## config.mk

```make
export PLATFORM = sky130hd
export DESIGN_NAME = bounded_stack_with_search_top_flat
export DESIGN_NICKNAME = d
export VERILOG_FILES = /design/src/rtl/core/bstk_pkg.sv /design/src/rtl/core/bstk_if.sv /design/src/rtl/core/bounded_stack_with_search_top.sv /design/src/rtl/core/bstk_ram.sv /design/src/rtl/core/bstk_ctrl.sv /design/src/rtl/core/bstk_dp.sv /design/src/flat_wrapper.sv
export SDC_FILE = /design/constraint.sdc
export NUM_CORES = 1
export LEC_CHECK = 0
export BUFFER_PORTS_ARGS = -buffer_cell sky130_fd_sc_hd__buf_2
export CAP_MARGIN = 5
export CORE_MARGIN = 4
export CORE_UTILIZATION = 30
export CTS_CLUSTER_SIZE = 8
export DETAILED_ROUTE_END_ITERATION = 16
export HOLD_SLACK_MARGIN = 0.1
export PLACE_DENSITY_LB_ADDON = 0.2
export SLEW_MARGIN = 0
export SYNTH_ARGS = -nofsm -noshare
export SYNTH_HDL_FRONTEND = slang
export SYNTH_SLANG_ARGS = --single-unit
```

## constraint.sdc

```tcl
create_clock -name clk -period 9.3 [get_ports clk]
set_input_delay 2.325 -clock clk [delete_from_list [all_inputs] [get_ports clk]]
set_output_delay 2.325 -clock clk [all_outputs]
set_load 0.1 [all_outputs]
```

## src/rtl/core/bstk_pkg.sv

```systemverilog
package bstk_pkg;

  // Stack geometry
  localparam int unsigned DEPTH  = 16;
  localparam int unsigned IDX_W  = (DEPTH > 1) ? $clog2(DEPTH) : 1;
  localparam int unsigned CNT_W  = $clog2(DEPTH + 1);
  localparam int unsigned WORD_W = 32;

  // Fixed field widths of the channels
  localparam int unsigned REQ_W         = 2;
  localparam int unsigned STATUS_W      = 3;
  localparam int unsigned FOUND_INDEX_W = 4;
  localparam int unsigned ENTRY_COUNT_W = 5;

  // Request codes; the unused code is treated as a no-op
  typedef enum logic [REQ_W-1:0] {
    REQ_PUSH   = 2'd0,
    REQ_POP    = 2'd1,
    REQ_SEARCH = 2'd2
  } req_t;

  // Result status codes
  typedef enum logic [STATUS_W-1:0] {
    ST_DONE      = 3'd0,
    ST_FULL      = 3'd1,
    ST_EMPTY     = 3'd2,
    ST_FOUND     = 3'd3,
    ST_NOT_FOUND = 3'd4
  } status_t;

  // Controller states
  typedef enum logic [1:0] {
    S_IDLE,
    S_SCAN,
    S_OUT
  } ctrl_state_t;

  // Controller to datapath
  typedef struct packed {
    logic accept;     // request transfer this cycle
    logic scan_step;  // advance the search scan
    logic set_found;  // record a hit at the compared index
    logic set_miss;   // record a miss
    logic out_load;   // move the pending result into the output register
  } bstk_cmd_t;

  // Datapath to controller
  typedef struct packed {
    logic search_go;  // incoming request is a search on a non-empty stack
    logic match;      // compared entry equals the key
    logic exhausted;  // last entry compared without a match
    logic out_free;   // output register can take a new result
  } bstk_sts_t;

endpackage

```

## src/rtl/core/bstk_if.sv

```systemverilog
// Request channel
interface bstk_req_if;
  import bstk_pkg::*;
  logic                     valid;
  logic                     ready;
  logic [REQ_W-1:0]         req_type;
  logic signed [WORD_W-1:0] push_value;
  logic signed [WORD_W-1:0] search_key;

  modport source (output valid, req_type, push_value, search_key, input ready);
  modport sink   (input valid, req_type, push_value, search_key, output ready);
endinterface

// Result channel
interface bstk_rsp_if;
  import bstk_pkg::*;
  logic                     valid;
  logic                     ready;
  logic [STATUS_W-1:0]      status;
  logic [FOUND_INDEX_W-1:0] found_index;
  logic [ENTRY_COUNT_W-1:0] entry_count;

  modport source (output valid, status, found_index, entry_count, input ready);
  modport sink   (input valid, status, found_index, entry_count, output ready);
endinterface

```

## src/rtl/core/bounded_stack_with_search_top.sv

```systemverilog
// Sequence: push, pop and the unused request code go from the request transfer to S_OUT and
//   then to the output register; a search on a non-empty stack scans in S_SCAN from the top
//   entry down to a hit or the last entry, then goes to S_OUT; an empty-stack search skips S_SCAN.
// Requests: one at a time; the next is taken back in S_IDLE once the result has been moved
//   to the output register, which waits in S_OUT while the output is stalled.
// Reset (rst_n low, synchronous) empties the stack and drops any pending result.
module bounded_stack_with_search_top
  import bstk_pkg::*;
(
  input  logic       clk,
  input  logic       rst_n,
  bstk_req_if.sink   in_ch,
  bstk_rsp_if.source out_ch
);

  bstk_cmd_t cmd;
  bstk_sts_t sts;

  bstk_ctrl u_ctrl (
    .clk      (clk),
    .rst_n    (rst_n),
    .in_valid (in_ch.valid),
    .in_ready (in_ch.ready),
    .sts      (sts),
    .cmd      (cmd)
  );

  bstk_dp u_dp (
    .clk             (clk),
    .rst_n           (rst_n),
    .req_type        (in_ch.req_type),
    .push_value      (in_ch.push_value),
    .search_key      (in_ch.search_key),
    .out_valid       (out_ch.valid),
    .out_ready       (out_ch.ready),
    .out_status      (out_ch.status),
    .out_found_index (out_ch.found_index),
    .out_entry_count (out_ch.entry_count),
    .cmd             (cmd),
    .sts             (sts)
  );

endmodule

```

## src/rtl/core/bstk_ram.sv

```systemverilog
module bstk_ram #(
  parameter int unsigned WIDTH = 32,
  parameter int unsigned DEPTH = 16,
  parameter int unsigned AW    = (DEPTH > 1) ? $clog2(DEPTH) : 1
) (
  input  logic             clk,
  input  logic             wr_en,
  input  logic [AW-1:0]    wr_addr,
  input  logic [WIDTH-1:0] wr_data,
  input  logic             rd_en,
  input  logic [AW-1:0]    rd_addr,
  output logic [WIDTH-1:0] rd_data
);

  logic [WIDTH-1:0] mem_r [DEPTH];
  logic [WIDTH-1:0] rd_data_r;

  // One write port, one registered read port
  always_ff @(posedge clk) begin
    if (wr_en) begin
      mem_r[wr_addr] <= wr_data;
    end
    if (rd_en) begin
      rd_data_r <= mem_r[rd_addr];
    end
  end

  assign rd_data = rd_data_r;

endmodule

```

## src/rtl/core/bstk_ctrl.sv

```systemverilog
module bstk_ctrl
  import bstk_pkg::*;
(
  input  logic      clk,
  input  logic      rst_n,
  input  logic      in_valid,
  output logic      in_ready,
  input  bstk_sts_t sts,
  output bstk_cmd_t cmd
);

  ctrl_state_t state_r, state_nxt;

  // State register
  always_ff @(posedge clk) begin
    if (!rst_n) begin
      state_r <= S_IDLE;
    end else begin
      state_r <= state_nxt;
    end
  end

  // Next state and commands
  always_comb begin
    state_nxt = state_r;
    cmd       = '0;
    in_ready  = 1'b0;
    unique case (state_r)
      S_IDLE: begin
        in_ready = 1'b1;
        if (in_valid) begin
          cmd.accept = 1'b1;
          state_nxt  = sts.search_go ? S_SCAN : S_OUT;
        end
      end
      S_SCAN: begin
        cmd.scan_step = 1'b1;
        if (sts.match) begin
          cmd.set_found = 1'b1;
          state_nxt     = S_OUT;
        end else if (sts.exhausted) begin
          cmd.set_miss = 1'b1;
          state_nxt    = S_OUT;
        end
      end
      S_OUT: begin
        if (sts.out_free) begin
          cmd.out_load = 1'b1;
          state_nxt    = S_IDLE;
        end
      end
      default: begin
        state_nxt = S_IDLE;
      end
    endcase
  end

endmodule

```

## src/rtl/core/bstk_dp.sv

```systemverilog
module bstk_dp
  import bstk_pkg::*;
(
  input  logic                      clk,
  input  logic                      rst_n,
  // request payload
  input  logic [REQ_W-1:0]          req_type,
  input  logic signed [WORD_W-1:0]  push_value,
  input  logic signed [WORD_W-1:0]  search_key,
  // result channel
  output logic                      out_valid,
  input  logic                      out_ready,
  output logic [STATUS_W-1:0]       out_status,
  output logic [FOUND_INDEX_W-1:0]  out_found_index,
  output logic [ENTRY_COUNT_W-1:0]  out_entry_count,
  // control
  input  bstk_cmd_t                 cmd,
  output bstk_sts_t                 sts
);

  // Stack state
  logic [CNT_W-1:0]  count_r, count_nxt;
  logic [WORD_W-1:0] key_r, key_nxt;

  // Scan state
  logic [IDX_W-1:0]  scan_idx_r, scan_idx_nxt;
  logic [IDX_W-1:0]  cmp_idx_r, cmp_idx_nxt;
  logic              issue_vld_r, issue_vld_nxt;
  logic              cmp_vld_r, cmp_vld_nxt;

  // Pending result and output register
  status_t           res_status_r, res_status_nxt;
  logic [IDX_W-1:0]  res_index_r, res_index_nxt;
  logic              out_valid_r, out_valid_nxt;
  status_t           out_status_r;
  logic [IDX_W-1:0]  out_index_r;
  logic [CNT_W-1:0]  out_count_r;

  logic              full, empty, ram_we, ram_re, key_eq;
  logic [WORD_W-1:0] rd_data;

  assign full  = (count_r == CNT_W'(DEPTH));
  assign empty = (count_r == '0);

  assign ram_we = cmd.accept && (req_type == REQ_PUSH) && !full;
  assign ram_re = cmd.scan_step && issue_vld_r;

  bstk_ram #(
    .WIDTH (WORD_W),
    .DEPTH (DEPTH),
    .AW    (IDX_W)
  ) u_ram (
    .clk     (clk),
    .wr_en   (ram_we),
    .wr_addr (IDX_W'(count_r)),
    .wr_data (push_value),
    .rd_en   (ram_re),
    .rd_addr (scan_idx_r),
    .rd_data (rd_data)
  );

  assign key_eq = (rd_data == key_r);

  // Status to the controller
  always_comb begin
    sts.search_go = (req_type == REQ_SEARCH) && !empty;
    sts.match     = cmp_vld_r && key_eq;
    sts.exhausted = cmp_vld_r && !key_eq && !issue_vld_r;
    sts.out_free  = !out_valid_r || out_ready;
  end

  // Request handling, scan and result bookkeeping
  always_comb begin
    count_nxt      = count_r;
    key_nxt        = key_r;
    scan_idx_nxt   = scan_idx_r;
    cmp_idx_nxt    = cmp_idx_r;
    issue_vld_nxt  = issue_vld_r;
    cmp_vld_nxt    = cmp_vld_r;
    res_status_nxt = res_status_r;
    res_index_nxt  = res_index_r;

    if (cmd.accept) begin
      res_index_nxt = '0;
      unique case (req_type)
        REQ_PUSH: begin
          if (full) begin
            res_status_nxt = ST_FULL;
          end else begin
            count_nxt      = count_r + 1'b1;
            res_status_nxt = ST_DONE;
          end
        end
        REQ_POP: begin
          if (empty) begin
            res_status_nxt = ST_EMPTY;
          end else begin
            count_nxt      = count_r - 1'b1;
            res_status_nxt = ST_DONE;
          end
        end
        REQ_SEARCH: begin
          // scan starts at the top entry
          res_status_nxt = ST_NOT_FOUND;
          key_nxt        = search_key;
          scan_idx_nxt   = IDX_W'(count_r - 1'b1);
          issue_vld_nxt  = !empty;
          cmp_vld_nxt    = 1'b0;
        end
        default: begin
          res_status_nxt = ST_DONE;
        end
      endcase
    end

    // One read issued and one entry compared per cycle
    if (cmd.scan_step) begin
      cmp_vld_nxt = issue_vld_r;
      cmp_idx_nxt = scan_idx_r;
      if (issue_vld_r) begin
        if (scan_idx_r == '0) begin
          issue_vld_nxt = 1'b0;
        end else begin
          scan_idx_nxt = scan_idx_r - 1'b1;
        end
      end
    end

    if (cmd.set_found) begin
      res_status_nxt = ST_FOUND;
      res_index_nxt  = cmp_idx_r;
    end
    if (cmd.set_miss) begin
      res_status_nxt = ST_NOT_FOUND;
      res_index_nxt  = '0;
    end
  end

  // Output register valid
  always_comb begin
    out_valid_nxt = out_valid_r;
    if (cmd.out_load) begin
      out_valid_nxt = 1'b1;
    end else if (out_ready) begin
      out_valid_nxt = 1'b0;
    end
  end

  // Control registers
  always_ff @(posedge clk) begin
    if (!rst_n) begin
      count_r     <= '0;
      issue_vld_r <= 1'b0;
      cmp_vld_r   <= 1'b0;
      out_valid_r <= 1'b0;
    end else begin
      count_r     <= count_nxt;
      issue_vld_r <= issue_vld_nxt;
      cmp_vld_r   <= cmp_vld_nxt;
      out_valid_r <= out_valid_nxt;
    end
  end

  // Payload registers
  always_ff @(posedge clk) begin
    key_r        <= key_nxt;
    scan_idx_r   <= scan_idx_nxt;
    cmp_idx_r    <= cmp_idx_nxt;
    res_status_r <= res_status_nxt;
    res_index_r  <= res_index_nxt;
    if (cmd.out_load) begin
      out_status_r <= res_status_r;
      out_index_r  <= res_index_r;
      out_count_r  <= count_r;
    end
  end

  assign out_valid       = out_valid_r;
  assign out_status      = out_status_r;
  assign out_found_index = FOUND_INDEX_W'(out_index_r);
  assign out_entry_count = ENTRY_COUNT_W'(out_count_r);

endmodule

```

## src/flat_wrapper.sv

```systemverilog
// flat-port wrapper written by rule: the top's interface ports become plain ports
module bounded_stack_with_search_top_flat import bstk_pkg::*;
  (clk, rst_n, in_ch_valid, in_ch_req_type, in_ch_push_value, in_ch_search_key, in_ch_ready, out_ch_valid, out_ch_status, out_ch_found_index, out_ch_entry_count, out_ch_ready);
  bstk_req_if in_ch_i ();
  bstk_rsp_if out_ch_i ();
  input  logic clk;
  input  logic rst_n;
  input wire logic [$bits(in_ch_i.valid)-1:0] in_ch_valid;
  input wire logic [$bits(in_ch_i.req_type)-1:0] in_ch_req_type;
  input wire logic [$bits(in_ch_i.push_value)-1:0] in_ch_push_value;
  input wire logic [$bits(in_ch_i.search_key)-1:0] in_ch_search_key;
  output wire logic [$bits(in_ch_i.ready)-1:0] in_ch_ready;
  output wire logic [$bits(out_ch_i.valid)-1:0] out_ch_valid;
  output wire logic [$bits(out_ch_i.status)-1:0] out_ch_status;
  output wire logic [$bits(out_ch_i.found_index)-1:0] out_ch_found_index;
  output wire logic [$bits(out_ch_i.entry_count)-1:0] out_ch_entry_count;
  input wire logic [$bits(out_ch_i.ready)-1:0] out_ch_ready;
  assign in_ch_i.valid = in_ch_valid;
  assign in_ch_i.req_type = in_ch_req_type;
  assign in_ch_i.push_value = in_ch_push_value;
  assign in_ch_i.search_key = in_ch_search_key;
  assign in_ch_ready = in_ch_i.ready;
  assign out_ch_valid = out_ch_i.valid;
  assign out_ch_status = out_ch_i.status;
  assign out_ch_found_index = out_ch_i.found_index;
  assign out_ch_entry_count = out_ch_i.entry_count;
  assign out_ch_i.ready = out_ch_ready;
  bounded_stack_with_search_top u_core (.clk(clk), .rst_n(rst_n), .in_ch(in_ch_i), .out_ch(out_ch_i));
endmodule
```

# Yosys cells after proc, flatten, opt, wreduce, memory -nomap -nowiden

Memory sizes are Yosys's and may differ from the RTL's. A register that Yosys moved wholly into a read port is not among the register bits.
Cells that the tools add are included.

Equality and inequality tests: 11
Reduce and logical (&&, ||, !) cells: 26
Muxes and demuxes: 42
Add/subtract/negate cells: 3

Operator list:

| operator                                                              | number |
|---|---|
| 32-bit equality test                                                  | 1 |
| 4-bit two-way mux                                                     | 7 |
| 1-bit two-way mux                                                     | 21 |
| 2-bit two-way mux                                                     | 6 |
| 5-bit two-way mux                                                     | 2 |
| 5-bit one-hot mux with 2 select lines                                 | 1 |
| 2-bit nonzero test                                                    | 5 |
| 3-bit two-way mux                                                     | 3 |
| 3-bit one-hot mux with 3 select lines                                 | 1 |
| 1-bit logical AND                                                     | 7 |
| 2-bit != test, second input constant                                  | 3 |
| 2-bit one-hot mux with 3 select lines                                 | 1 |
| 5-bit by 1-bit adder with 5-bit output, second input constant         | 1 |
| 5-bit equality test, second input constant                            | 1 |
| 1-bit logical NOT                                                     | 5 |
| 5-bit logical NOT                                                     | 1 |
| 5-bit by 1-bit subtractor with 5-bit output, second input constant    | 1 |
| 2-bit by 1-bit equality test with 1-bit output, second input constant | 2 |
| 2-bit equality test, second input constant                            | 2 |
| 2-bit logical NOT                                                     | 2 |
| 4-bit logical NOT                                                     | 1 |
| 2-bit AND reduction                                                   | 2 |
| 4-bit AND reduction                                                   | 1 |
| 4-bit by 1-bit subtractor with 4-bit output, second input constant    | 1 |
| 4 further kinds                                                       | 4 |

Register bits after elaboration: 69
Memory bits (writable): 512
Bits of input ports: 70
Memories: 1

Memory list:

| name                    | words | width | rd ports | clocked after Yosys merged registers in | write ports | line           | RTL |
|---|---|---|---|---|---|---|---|
| u_core.u_dp.u_ram.mem_r | 16    | 32    | 1        | 1                                       | 1           | bstk_ram.sv:15 | `logic [WIDTH-1:0] mem_r [DEPTH];` |

# Depth between registers and ports, before layout

Gate-level depths: netlist of the first run.

Word-level depth: 9
Mapped depth: 9

# Hierarchy

A second synthesis of the first run with hierarchy kept.

Cells, all modules: 1,065
Area, all modules: 23,060.9 um2

Modules (own cells, without submodules):

| module    | instances | area an instance (um2) | cells an instance |
|---|---|---|---|
| bstk_ram  | 1         | 20,155.6               | 838 |
| bstk_dp   | 1         | 2,770.2                | 209 |
| bstk_ctrl | 1         | 135.1                  | 18 |

# Worst setup path before layout of the first run

OpenSTA, ideal clock, no wires.

Path kind: in2reg
From: input port in_ch_valid
To: memory u_core.u_dp.u_ram.mem_r[15][0], enable pin
Library setup time: 0.421 ns
Buffers on the path: 1
Data arrival time: 4.581 ns
Stages: 5
Slack: 4.298 ns
Cells stage by stage: or3b_1 -> buf_2 -> nor3_2 -> nand2_1 -> nor2_1

Longest elaborated chain between the ends: 6

RTL lines:

| item                                    | line              | RTL |
|---|---|---|
| from (decl)                             | flat_wrapper.sv:8 | `input wire logic [$bits(in_ch_i.valid)-1:0] in_ch_valid;` |
| 1-bit two-way mux                       | bstk_ctrl.sv:31   | `if (in_valid) begin` |
| 1-bit two-way mux                       | bstk_ctrl.sv:28   | `unique case (state_r)` |
| 1-bit logical AND (2 in series)         | bstk_dp.sv:45     | `assign ram_we = cmd.accept && (req_type == REQ_PUSH) && !full;` |
| 1-bit two-way mux                       | bstk_ram.sv:20    | `if (wr_en) begin` |
| 1-bit two-way mux (not written as such) | bstk_ram.sv:21    | `mem_r[wr_addr] <= wr_data;` |
| to (decl)                               | bstk_ram.sv:15    |  |

No other way between the ends.

# Final worst setup path of the first run

From: input port in_ch_valid
To: memory u_core.u_dp.u_ram.mem_r[15][31], enable pin

The elaborated chain is that of the path after synthesis.

==> results by group, run 1 <==
Outcome
  • Status: complete, no violations

Hold path
  • Hold path depth: 0
  • Hold Path Class: reg -> reg

STA
  • Slew Viols, Final: 0
  • Fmax: 241 MHz
  • Slew HR: 28.1%
  • RSZ-0062 raised after global routing: false
  • Slew @ Worst Pin: 1070 ps
  • Hold Vio Cnt, Final: 0
  • Final worst path period need: 4150 ps
  • Tcrit/Tclk final: 44.6%
  • Clock Skews: 21.5 ps
  • # setup viols final: 0
  • TNS Setup: 0 ps

Global route
  • Vias in the first global route: 11,100
  • Largest net degree at the start of global routing: 46
  • Initial antenna violation count: 3
  • Grt total ovfl: 0
  • M2 GR Usage: 20.2%
  • Met3 global-route usage: 2.60%
  • Top Usage Layer GRT: met2
  • First-pass GRT wire length: 77,400 µm
  • GRT met1 Usage: 18.6%
  • Total global-route track usage: 12.9%

Route
  • Vias/cell: 4.75
  • Via count: 10,400
  • DRT iter0 DRCs: 868
  • 1st-pass router iterations: 7
  • Post-DRT Antenna Nets: 0
  • Post-DR wirelength/cell: 23.9 µm
  • Total routed wirelength: 52,200 µm
  • DRC Markers: 0

Critical path
  • Worst R2R End: u_core.u_dp.u_ram.rd_data[19]
  • Crit end category: register
  • Crit-path leading delay family: simple AND/OR/NAND/NOR gates
  • Startpoint Class: input port
  • Critical Path Stages: 6
  • Crit-path slowest cell: or3b_1
  • Critical path, cell by cell: buf_2, or3b_1, nor3_2, nand2_1, nor2_4, buf_4
  • Crit path buf inv count: 2
  • CP startpoint: in_ch_valid
  • Critical path's largest stage delay: 540 ps
  • CP Class: in -> reg
  • CP endpoint: u_core.u_dp.u_ram.mem_r[15][31]
  • Register-to-register setup slack: 5670 ps
  • Arrival @ worst endpoint: 4390 ps
  • Max FO, Critical Path: 32
  • Worst reg-to-reg path cell count: 4
  • FF-to-FF Start: u_core.u_dp.scan_idx_r[1]
  • Critical Path RT: 9530 ps

Clock tree
  • Hold buffer count at cts: 0
  • # clock sinks: 613
  • Reg clk slew, reported paths: 50 ps
  • # H-tree levels: 3
  • Clk buf depth: 3
  • CTS tree: yes
  • CTS resizes: 0
  • Num CTS Buffers: 86
  • Post-CTS Setup Inserts: 0
  • Root Buffer: clkbuf_16
  • Latest clock arrival within the worst-skew pair: 620 ps

Synthesis
  • Largest area contributor in the netlist: edfxtp_1
  • Post-synthesis async set-or-reset flop share: 0%
  • Top_reg_cell synth: edfxtp_1
  • EDFF count, synth: 592
  • FF+latch count, synth: 613
  • Library cells used by synthesis: 47
  • Cells after Synth: 995
  • Area of the mapped netlist: 23,200 µm²
  • Post-synthesis sequential area ratio: 78.4%
  • Warnings from Yosys: 0
  • Synth Net Count: 1,071
  • Top cell type's share of synthesized area: 76.6%
  • Average size of a mapped cell: 23.3 µm²
  • Main area contributors after synthesis: edfxtp_1 (77%), mux4_2 (15%), dfxtp_1 (1.8%)

Floorplanning
  • Num ports: 84
  • Full die area: 81,900 µm²
  • Die Ht: 286 µm
  • Initial core utilization: 30.4%
  • Core ar.: 76,300 µm²
  • Num rows: 101
  • Die Wd: 286 µm

Layout
  • FILL cells: 7,055
  • Layout cells sized above 1: 33.1%
  • Number of nets in the layout: 1,219
  • Final instance area: 27,300 µm²
  • Ant diodes: 0
  • Finished Core Util: 35.7%
  • Commonest non-fill, non-tap cell in the layout: edfxtp_1
  • Commonest cells after routing, fill and taps aside: edfxtp_1 (592), mux4_2 (158), clkbuf_16 (87)
  • Area growth from synthesis to layout: 17.5%

Placed design
  • DPL Wire Length: 29,700 µm
  • Cell area after placement: 25,000 µm²
  • IO buf count: 83
  • GP Congestion: 0.711

Flow run
  • Max-Cap Viols: 0

Power and ir drop
  • Power Total: 0.00677 W
  • Leakage: 8.63 nW
  • Pwr/cell area: 248 nW/µm²
  • Max VDD drop: 160 µV
-- stage by stage --
| stage | instances | hold slack (ps) | worst slack, ps |
|---|---|---|---|
| global placement | 2085 | 427 | 4550 |
| CTS | 2187 | 443 | 5160 |
| floorplan | 995 | 403 | 4300 |
| global route | 2187 | 454 | 5030 |
| detailed placement | 2085 | 425 | 4520 |
| finish | 2187 | 442 | 5150 |
-- synthesized netlist by cell type (all sizes together), types with 5 or more instances --
master,count
nor2,22
buf,29
clkbuf,15
ha,6
o21ai,8
nor4,8
nand2b,6
a21oi,5
mux4,160
edfxtp,592
nor2b,5
and2,5
dfxtp,21
o211ai,7
inv,9
nand2,21
xor2,35
xnor2,5
-- flip-flops by register name, indices dropped and copies added, names as in the netlist --
register,cells
u_core.u_dp.key_r,32
u_core.u_dp.u_ram.mem_r,512
u_core.u_dp.out_entry_count,5
u_core.u_ctrl.state_r,2
u_core.u_dp.out_found_index,4
u_core.u_dp.scan_idx_r,4
u_core.u_dp.count_r,5
u_core.u_dp.u_ram.rd_data,32
u_core.u_dp.cmp_idx_r,4
u_core.u_dp.out_valid,1
u_core.u_dp.cmp_vld_r,1
u_core.u_dp.out_status,3
u_core.u_dp.res_status_r,3
u_core.u_dp.issue_vld_r,1
u_core.u_dp.res_index_r,4
-- where the power goes --
| part | total, W | leakage, nW | internal [W] | switching (W) |
|---|---|---|---|---|
| Combinational | 0.000828 | 1.99 | 0.000425 | 0.000403 |
| Clock | 0.00274 | 1.12 | 0.00166 | 0.00108 |
| Sequential | 0.00320 | 5.51 | 0.00309 | 0.000111 |
| Total | 0.00677 | 8.63 | 0.00518 | 0.00160 |
-- layout make-up --
| cell class | count | area (µm²) | area share, % |
|---|---|---|---|
| Sequential cell | 613 | 18200 | 66.8 |
| Multi-Input combinational cell | 328 | 4860 | 17.8 |
| Clock buffer | 95 | 2210 | 8.09 |
| Tap cell | 1030 | 1290 | 4.73 |
| Timing Repair Buffer | 104 | 573 | 2.10 |
| Clock inverter | 7 | 96.3 | 0.353 |
| Inverter | 10 | 37.5 | 0.138 |
-- worst min path at each step --
stage / from / to / slack (ps)
after floorplan: u_core.u_dp.scan_idx_r[2] / u_core.u_dp.cmp_idx_r[2] / 400
after global placement: u_core.u_dp.res_status_r[1] / u_core.u_dp.out_status[1] / 430
after detailed placement: u_core.u_dp.res_status_r[2] / u_core.u_dp.out_status[2] / 430
after CTS: u_core.u_dp.res_status_r[1] / u_core.u_dp.out_status[1] / 440
after global routing: u_core.u_dp.res_status_r[2] / u_core.u_dp.out_status[2] / 450
final: u_core.u_dp.res_status_r[2] / u_core.u_dp.out_status[2] / 440
-- layer usage --
metal | routed length, µm | vias to the layer above
met4 | 894 | 0
met3 | 2090 | 72
met1 | 24500 | 5605
met2 | 24700 | 240
met5 | 0 | -
li1 | - | 4463
-- worst reg2reg max path: cells and delay by family (launching register included) --
| kind | cells | cell delay, ps |
|---|---|---|
| buffers and inverters | 2 | 1490 |
| DFF | 1 | 800 |
| muxes | 2 | 1050 |
-- kinds of logic (layout without fill, tap and decap cells) --
logic type | after synthesis | after routing | synth area share (%)
DFF | 613 | 613 | 78.4
AOI/OAI and AO/OA | 37 | 37 | 1.12
adders and majority gates | 6 | 6 | 0.323
muxes | 161 | 161 | 15.6
xor gates and xnor gates | 40 | 40 | 1.51
buffers and inverters | 54 | 216 | 1.27
and+or+nand+nor | 84 | 84 | 1.83
(Power assumes the default switching activity.)
==> inputs of run 2 (changes only) <==
- ABC_AREA: unset -> 1
- clock period: 9.3 -> 3.76 ns (I/O delays scaled with it)
==> results by group, run 2 <==
Power and ir drop
  • Int Pwr: 0.0128 W (+150%)
  • Share of power burned in registers: 42.9% (-4.4 points)
  • Leakage: 9.10 nW (+5.4%)
  • Pwr/cell area: 641 nW/µm² (+160%)
  • Max VDD drop: 318 µV (+99%)
  • P_sw: 0.00524 W (+230%)
  • Net Sw Frac: 29.1% (+5.5 points)
  • Clock Power Share: 38.1% (-2.3 points)
  • Gate power share: 19.0% (+6.8 points)

Route
  • Via count: 14,400 (+39%)
  • Total routed wirelength: 62,900 µm (+21%)
  • Vias/cell: 4.94 (+4.2%)
  • DRT iter0 DRCs: 1,026 (+18%)
  • Post-DRT Antenna Nets: 0 (unchanged)
  • 1st-pass router iterations: 5 (-2)
  • DRC Markers: 0 (unchanged)
  • Post-DR wirelength/cell: 21.6 µm (-9.3%)

Placed design
  • GP Congestion: 0.756 (+6.4%)
  • IO buf count: 83 (unchanged)
  • Place WS: 796 ps (-3720 ps)
  • DPL Wire Length: 34,900 µm (+18%)

Global route
  • Vias in the first global route: 14,600 (+31%)
  • First-pass GRT wire length: 94,700 µm (+22%)
  • Met3 global-route usage: 2.34% (-0.26 points)
  • Initial antenna violation count: 2 (-1)
  • Largest net degree at the start of global routing: 162 (+250%)
  • Grt total ovfl: 0 (unchanged)
  • Top Usage Layer GRT: met2
  • M2 GR Usage: 23.5% (+3.2 points)
  • GRT met1 Usage: 20.8% (+2.2 points)
  • Total global-route track usage: 14.7% (+1.8 points)

STA
  • Final WS setup: 1070 ps (-4080 ps)
  • Slew HR: 29.8% (+1.7 points)
  • Slew @ Worst Pin: 1050 ps (-20.6 ps)
  • TNS Setup: 0 ps (unchanged)
  • Hold Vio Cnt, Final: 0 (unchanged)
  • Clock Skews: 13.3 ps (-8.18 ps)
  • Final worst path period need: 2690 ps
  • Fmax: 371 MHz
  • Tcrit/Tclk final: 71.6%
  • RSZ-0062 raised after global routing: false
  • # setup viols final: 0 (unchanged)
  • Slew Viols, Final: 0 (unchanged)

Synthesis
  • Post-synthesis async set-or-reset flop share: 0% (unchanged)
  • Main area contributors after synthesis: edfxtp_1 (74%), o21ai_0 (5.6%), nor2_1 (4.7%)
  • Cells after Synth: 1,739 (+75%)
  • Top cell type's share of synthesized area: 74.4% (-2.2 points)
  • Largest area contributor in the netlist: edfxtp_1
  • Post-synthesis sequential area ratio: 76.2% (-2.2 points)
  • Area of the mapped netlist: 23,900 µm² (+2.9%)
  • Synth Net Count: 1,815 (+69%)
  • Library cells used by synthesis: 32 (-32%)
  • Warnings from Yosys: 0 (unchanged)
  • Average size of a mapped cell: 13.7 µm² (-41%)
  • FF+latch count, synth: 613 (unchanged)
  • Top_reg_cell synth: edfxtp_1
  • Synth top cells by count: edfxtp_1 (592), nor2_1 (299), o21ai_0 (269)
  • EDFF count, synth: 592 (unchanged)
  • Most frequent cell after synthesis: edfxtp_1

Hold path
  • Hold Path Class: reg -> reg
  • Hold path depth: 0 (unchanged)
  • Worst Hold End: u_core.u_dp.out_found_index[1]
  • Min-delay src: u_core.u_dp.res_index_r[1]

Critical path
  • Crit-path leading delay family: simple AND/OR/NAND/NOR gates
  • Critical path's largest stage delay: 430 ps (-110 ps)
  • Startpoint Class: register
  • Worst reg-to-reg path cell count: 8 (+4)
  • Crit path buf inv count: 3 (+1)
  • Register-to-register setup slack: 1070 ps (-4600 ps)
  • Max FO, Critical Path: 18 (-44%)
  • Arrival @ worst endpoint: 2960 ps (-1430 ps)
  • Critical path, cell by cell: inv_1, ha_1, nand3_1, nand4_1, inv_1, nand2_1, nor2_4, buf_4
  • FF-to-FF Start: u_core.u_dp.count_r[0]
  • Worst R2R End: u_core.u_dp.u_ram.mem_r[6][14]
  • Crit-path slowest cell: dfxtp_1
  • Most numerous cell on the critical path: inv_1
  • CP Class: reg -> reg
  • Crit end category: register
  • Critical Path RT: 4030 ps (-5500 ps)

Layout
  • Largest Register: u_core.u_dp.u_ram.mem_r
  • Max FFs per register: 512 (unchanged)
  • Number of nets in the layout: 1,916 (+57%)
  • Commonest cells after routing, fill and taps aside: edfxtp_1 (592), nor2_1 (283), o21ai_0 (269)
  • Area growth from synthesis to layout: 17.5% (about the same)
  • Ant diodes: 0 (unchanged)
  • FILL cells: 7,554 (+7.1%)
  • Layout cells sized above 1: 13.1% (-20 points)
  • Commonest non-fill, non-tap cell in the layout: edfxtp_1

Clock tree
  • CTS resizes: 0 (unchanged)
  • Hold buffer count at cts: 0 (unchanged)
  • Latest clock arrival within the worst-skew pair: 610 ps (about the same)
  • Reg clk slew, reported paths: 50 ps (about the same)
  • Clk buf depth: 3 (unchanged)
  • Post-CTS Setup Inserts: 0 (unchanged)
  • # clock sinks: 613 (unchanged)
  • CTS tree: yes
  • Root Buffer: clkbuf_16
  • # H-tree levels: 3 (unchanged)
  • Num CTS Buffers: 86 (unchanged)

Floorplanning
  • Num ports: 84 (unchanged)
  • Die Wd: 290 µm (+1.4%)
  • Full die area: 84,200 µm² (+2.8%)
  • Die Ht: 290 µm (+1.4%)
  • Initial core utilization: 30.2% (-0.18 points)
  • Num rows: 103 (+2.0%)
  • Core ar.: 79,000 µm² (+3.5%)

Outcome
  • Status: complete, no violations

Flow run
  • Max-Cap Viols: 0 (unchanged)
-- run 2: cell families after synthesis --
logic type	after synthesis	share of synthesized area, %
flip-flops	613	76.2
XOR/XNOR	24	0.880
buffers and inverters	168	3.06
adder cells (fa/ha/maj)	6	0.314
AND/OR/NAND/NOR	473	7.93
AO/OA/AOI/OAI	455	11.7
-- run 2: layer usage --
layer	vias to the layer above	part of all wire [%]
met4	0	1.9
met5	-	0
met1	7265	47
li1	6682	-
met3	90	4.3
met2	343	47
-- run 2: power groups by stage --
stage          Clock, W  Sequential [W]  Combinational, W
2_1_floorplan         0         0.00796           0.00206
3_3_place_gp          0         0.00785           0.00343
3_5_place_dp          0         0.00785           0.00345
4_1_cts         0.00705         0.00772           0.00346
5_1_grt         0.00738         0.00772           0.00378
6_report        0.00686         0.00772           0.00342
-- run 2: worst max path at each step --
stage / start / end / slack, ps / depth (start not counted)
floorplan: in_ch_valid / u_core.u_dp.u_ram.mem_r[10][0] / 490 / 6
detailed placement: in_ch_valid / u_core.u_dp.u_ram.mem_r[6][18] / 800 / 8
global placement: in_ch_valid / u_core.u_dp.u_ram.mem_r[6][14] / 830 / 8
finish: u_core.u_dp.count_r[0] / u_core.u_dp.u_ram.mem_r[6][14] / 1070 / 8
global route: u_core.u_dp.count_r[0] / u_core.u_dp.u_ram.mem_r[6][22] / 850 / 8
CTS: u_core.u_dp.count_r[0] / u_core.u_dp.u_ram.mem_r[6][14] / 1040 / 8
-- run 2: stage by stage --
step                      hold WS [ps]  area [µm²]  util, %  cells  power, W
after floorplan                    403       23900        -   1739    0.0100
after global placement             423       25700     32.6   2802    0.0113
after detailed placement           416       25700     32.6   2802    0.0113
after CTS                          427       28100     35.5   2909    0.0182
after global routing               441       28100     35.5   2909    0.0189
final                              427       28100     35.5   2909    0.0180
-- run 2: worst reg2reg max path: cells and delay by family (launching register included) --
family                     cells  cell delay (ps)
adders and majority gates      1              300
DFF                            1              430
buffers and inverters          3              750
and+or+nand+nor                4              880
-- run 2: final cells by class --
| cell class | instances | area, µm² | share of cell area (%) |
|---|---|---|---|
| inverters | 61 | 235 | 0.838 |
| flip-flops and latches | 613 | 18200 | 64.9 |
| multi-input cells | 958 | 5080 | 18.1 |
| clock inverters | 4 | 41.3 | 0.147 |
| well taps | 1050 | 1310 | 4.68 |
| clock buffers | 103 | 2280 | 8.12 |
| repair buffers | 120 | 906 | 3.23 |
==> inputs of run 3 (changes only) <==
- clock period: 3.76 -> 2.61 ns (I/O delays scaled with it)
==> results by group, run 3 (synthesis gave the netlist of run 2 again) <==
Outcome
  • Status: complete, no violations

Critical path
  • Critical path, cell by cell: inv_1, ha_1, nand3_1, nand4_1, inv_1, nand2_1, nor2_4, buf_4
  • Critical Path RT: 2900 ps (-1130 ps)
  • Crit-path slowest cell: dfxtp_1
  • Max FO, Critical Path: 13 (-5)
  • Critical path's largest stage delay: 410 ps (-20 ps)
  • Register-to-register setup slack: 120 ps (-950 ps)
  • Crit end category: register
  • Arrival @ worst endpoint: 2780 ps (-180 ps)
  • Worst R2R End: u_core.u_dp.u_ram.mem_r[14][9]
  • Worst reg-to-reg path cell count: 8 (unchanged)
  • Startpoint Class: register
  • FF-to-FF Start: u_core.u_dp.count_r[0]
  • CP Class: reg -> reg
  • Most numerous cell on the critical path: inv_1

Route
  • 1st-pass router iterations: 4 (-1)
  • DRT iter0 DRCs: 1,237 (+21%)
  • Via count: 14,600 (+1.5%)
  • Vias/cell: 4.94 (about the same)
  • Post-DR wirelength/cell: 21.9 µm (+1.0%)
  • DRC Markers: 0 (unchanged)
  • Post-DRT Antenna Nets: 0 (unchanged)
  • Total routed wirelength: 64,500 µm (+2.5%)

STA
  • Slew Viols, Final: 0 (unchanged)
  • Hold Vio Cnt, Final: 0 (unchanged)
  • Clock Skews: 22.3 ps (+8.99 ps)
  • RSZ-0062 raised after global routing: true
  • Final WS setup: 121 ps (-947 ps)
  • Slew HR: 59.7% (+30 points)
  • Tcrit/Tclk final: 95.4% (+24 points)
  • Slew @ Worst Pin: 605 ps (-445 ps)
  • Fmax: 402 MHz (+8.2%)
  • Final worst path period need: 2490 ps (-203 ps)
  • # setup viols final: 0 (unchanged)

Power and ir drop
  • Leakage: 9.34 nW (+2.7%)
  • Max VDD drop: 443 µV (+39%)
  • Power Total: 0.0264 W (+47%)
  • Pwr/cell area: 923 nW/µm² (+44%)

Clock tree
  • Reg clk slew, reported paths: 50 ps (about the same)
  • Post-CTS Setup Inserts: 0 (unchanged)
  • Clk buf depth: 3 (unchanged)
  • Latest clock arrival within the worst-skew pair: 620 ps (about the same)
  • # H-tree levels: 3 (unchanged)
  • Root Buffer: clkbuf_16
  • # clock sinks: 613 (unchanged)
  • Num CTS Buffers: 86 (unchanged)
  • CTS tree: yes
  • Hold buffer count at cts: 0 (unchanged)

Layout
  • Commonest cells after routing, fill and taps aside: edfxtp_1 (592), nor2_1 (283), o21ai_0 (269)
  • Largest Register: u_core.u_dp.u_ram.mem_r
  • Commonest non-fill, non-tap cell in the layout: edfxtp_1
  • FILL cells: 7,531 (-0.30%)
  • Finished Core Util: 36.2% (+0.70 points)
  • Layout cells sized above 1: 14.5% (+1.4 points)
  • Number of nets in the layout: 1,947 (+1.6%)
  • Area growth from synthesis to layout: 19.8%
  • Max FFs per register: 512 (unchanged)

Global route
  • Initial antenna violation count: 12 (+10)
  • First-pass GRT wire length: 95,200 µm (+0.52%)
  • Largest net degree at the start of global routing: 123 (-24%)
  • Grt total ovfl: 0 (unchanged)
  • Vias in the first global route: 14,300 (-1.9%)
  • Total global-route track usage: 15.0% (+0.28 points)

Hold path
  • Worst Hold End: u_core.u_dp.key_r[11]
  • Hold Path Class: in -> reg
  • Min-delay src: in_ch_search_key[11]
  • Hold path depth: 1 (+1)

Placed design
  • DPL Wire Length: 39,900 µm (+14%)
  • GP Congestion: 0.796 (+5.3%)
  • IO buf count: 83 (unchanged)
  • Place WS: 180 ps (-616 ps)

Floorplanning
  • Full die area: 84,200 µm² (unchanged)
  • Initial core utilization: 30.2% (unchanged)
  • Core ar.: 79,000 µm² (unchanged)
  • Num rows: 103 (unchanged)
  • Die Wd: 290 µm (unchanged)
  • Num ports: 84 (unchanged)
  • Die Ht: 290 µm (unchanged)

Flow run
  • Max-Cap Viols: 0 (unchanged)
==> run 3: cell count changes in the layout (fill, tap and decap cells not counted) <==
cell,change
diode_2,+4
buf_4,+11
buf_12,+20
inv_6,-1
clkbuf_16,-1
clkinv_16,+1
clkinv_8,+2
clkbuf_1,+8
==> run 3: worst max-delay path by stage <==
| stage | startpoint | end | slack, ps | cells after the start |
|---|---|---|---|---|
| floorplan | in_ch_valid | u_core.u_dp.u_ram.mem_r[10][0] | -370 | 6 |
| global placement | in_ch_valid | u_core.u_dp.u_ram.mem_r[14][8] | 180 | 8 |
| detailed placement | in_ch_valid | u_core.u_dp.u_ram.mem_r[14][9] | 180 | 8 |
| CTS | u_core.u_dp.count_r[0] | u_core.u_dp.u_ram.mem_r[14][9] | 180 | 8 |
| global route | u_core.u_dp.count_r[0] | u_core.u_dp.u_ram.mem_r[5][10] | -3 | 8 |
| finish | u_core.u_dp.count_r[0] | u_core.u_dp.u_ram.mem_r[14][9] | 120 | 8 |
==> run 3: metrics by stage <==
step,area (µm²),cells,hold slack [ps],TNS [ps]
2_1_floorplan,23900,1739,403,-152870
3_3_place_gp,26200,2833,425,0
3_5_place_dp,26200,2833,428,0
4_1_cts,28600,2949,167,0
5_1_grt,28600,2949,185,-11.1
6_report,28600,2953,218,0
==> run 3: cell type report <==
class                           count  area [µm²]  area share (%)
Antenna cell                        4        10.0          0.0350
Clock buffer                      110        2280            7.98
Clock inverter                      6        95.1           0.332
Inverter                           61         235           0.822
Multi-Input combinational cell    958        5080            17.8
Sequential cell                   613       18200            63.6
Tap cell                         1050        1310            4.59
Timing Repair Buffer              151        1390            4.85
==> run 3: power breakdown <==
part	total, W	switching [W]	internal (W)
logic	0.00530	0.00379	0.00152
clock network	0.00997	0.00393	0.00604
registers	0.0111	0.0000914	0.0111
total	0.0264	0.00781	0.0186
==> run 3: worst max-delay path: cells and delay by family (launching register included) <==
family | cells | cell delay, ps
and+or+nand+nor | 4 | 840
buffers and inverters | 3 | 600
DFF | 1 | 410
adders and majority gates | 1 | 310
==> run 3: metal layers <==
metal  part of all wire (%)  vias to the layer above  global-route usage, %
met5                  0.085                        -                      0
met4                    2.0                        8                   4.37
met3                    7.8                       93                   4.00
met2                     44                      437                   22.4
met1                     46                     7286                   21.4
li1                       -                     6770                      -
==> run 3: timing repair <==
action | 4_1_cts | 5_1_grt
endpoints found under the hold margin | 0 | 0
endpoints found under the setup margin | 0 | 5
resized for setup | 0 | 0
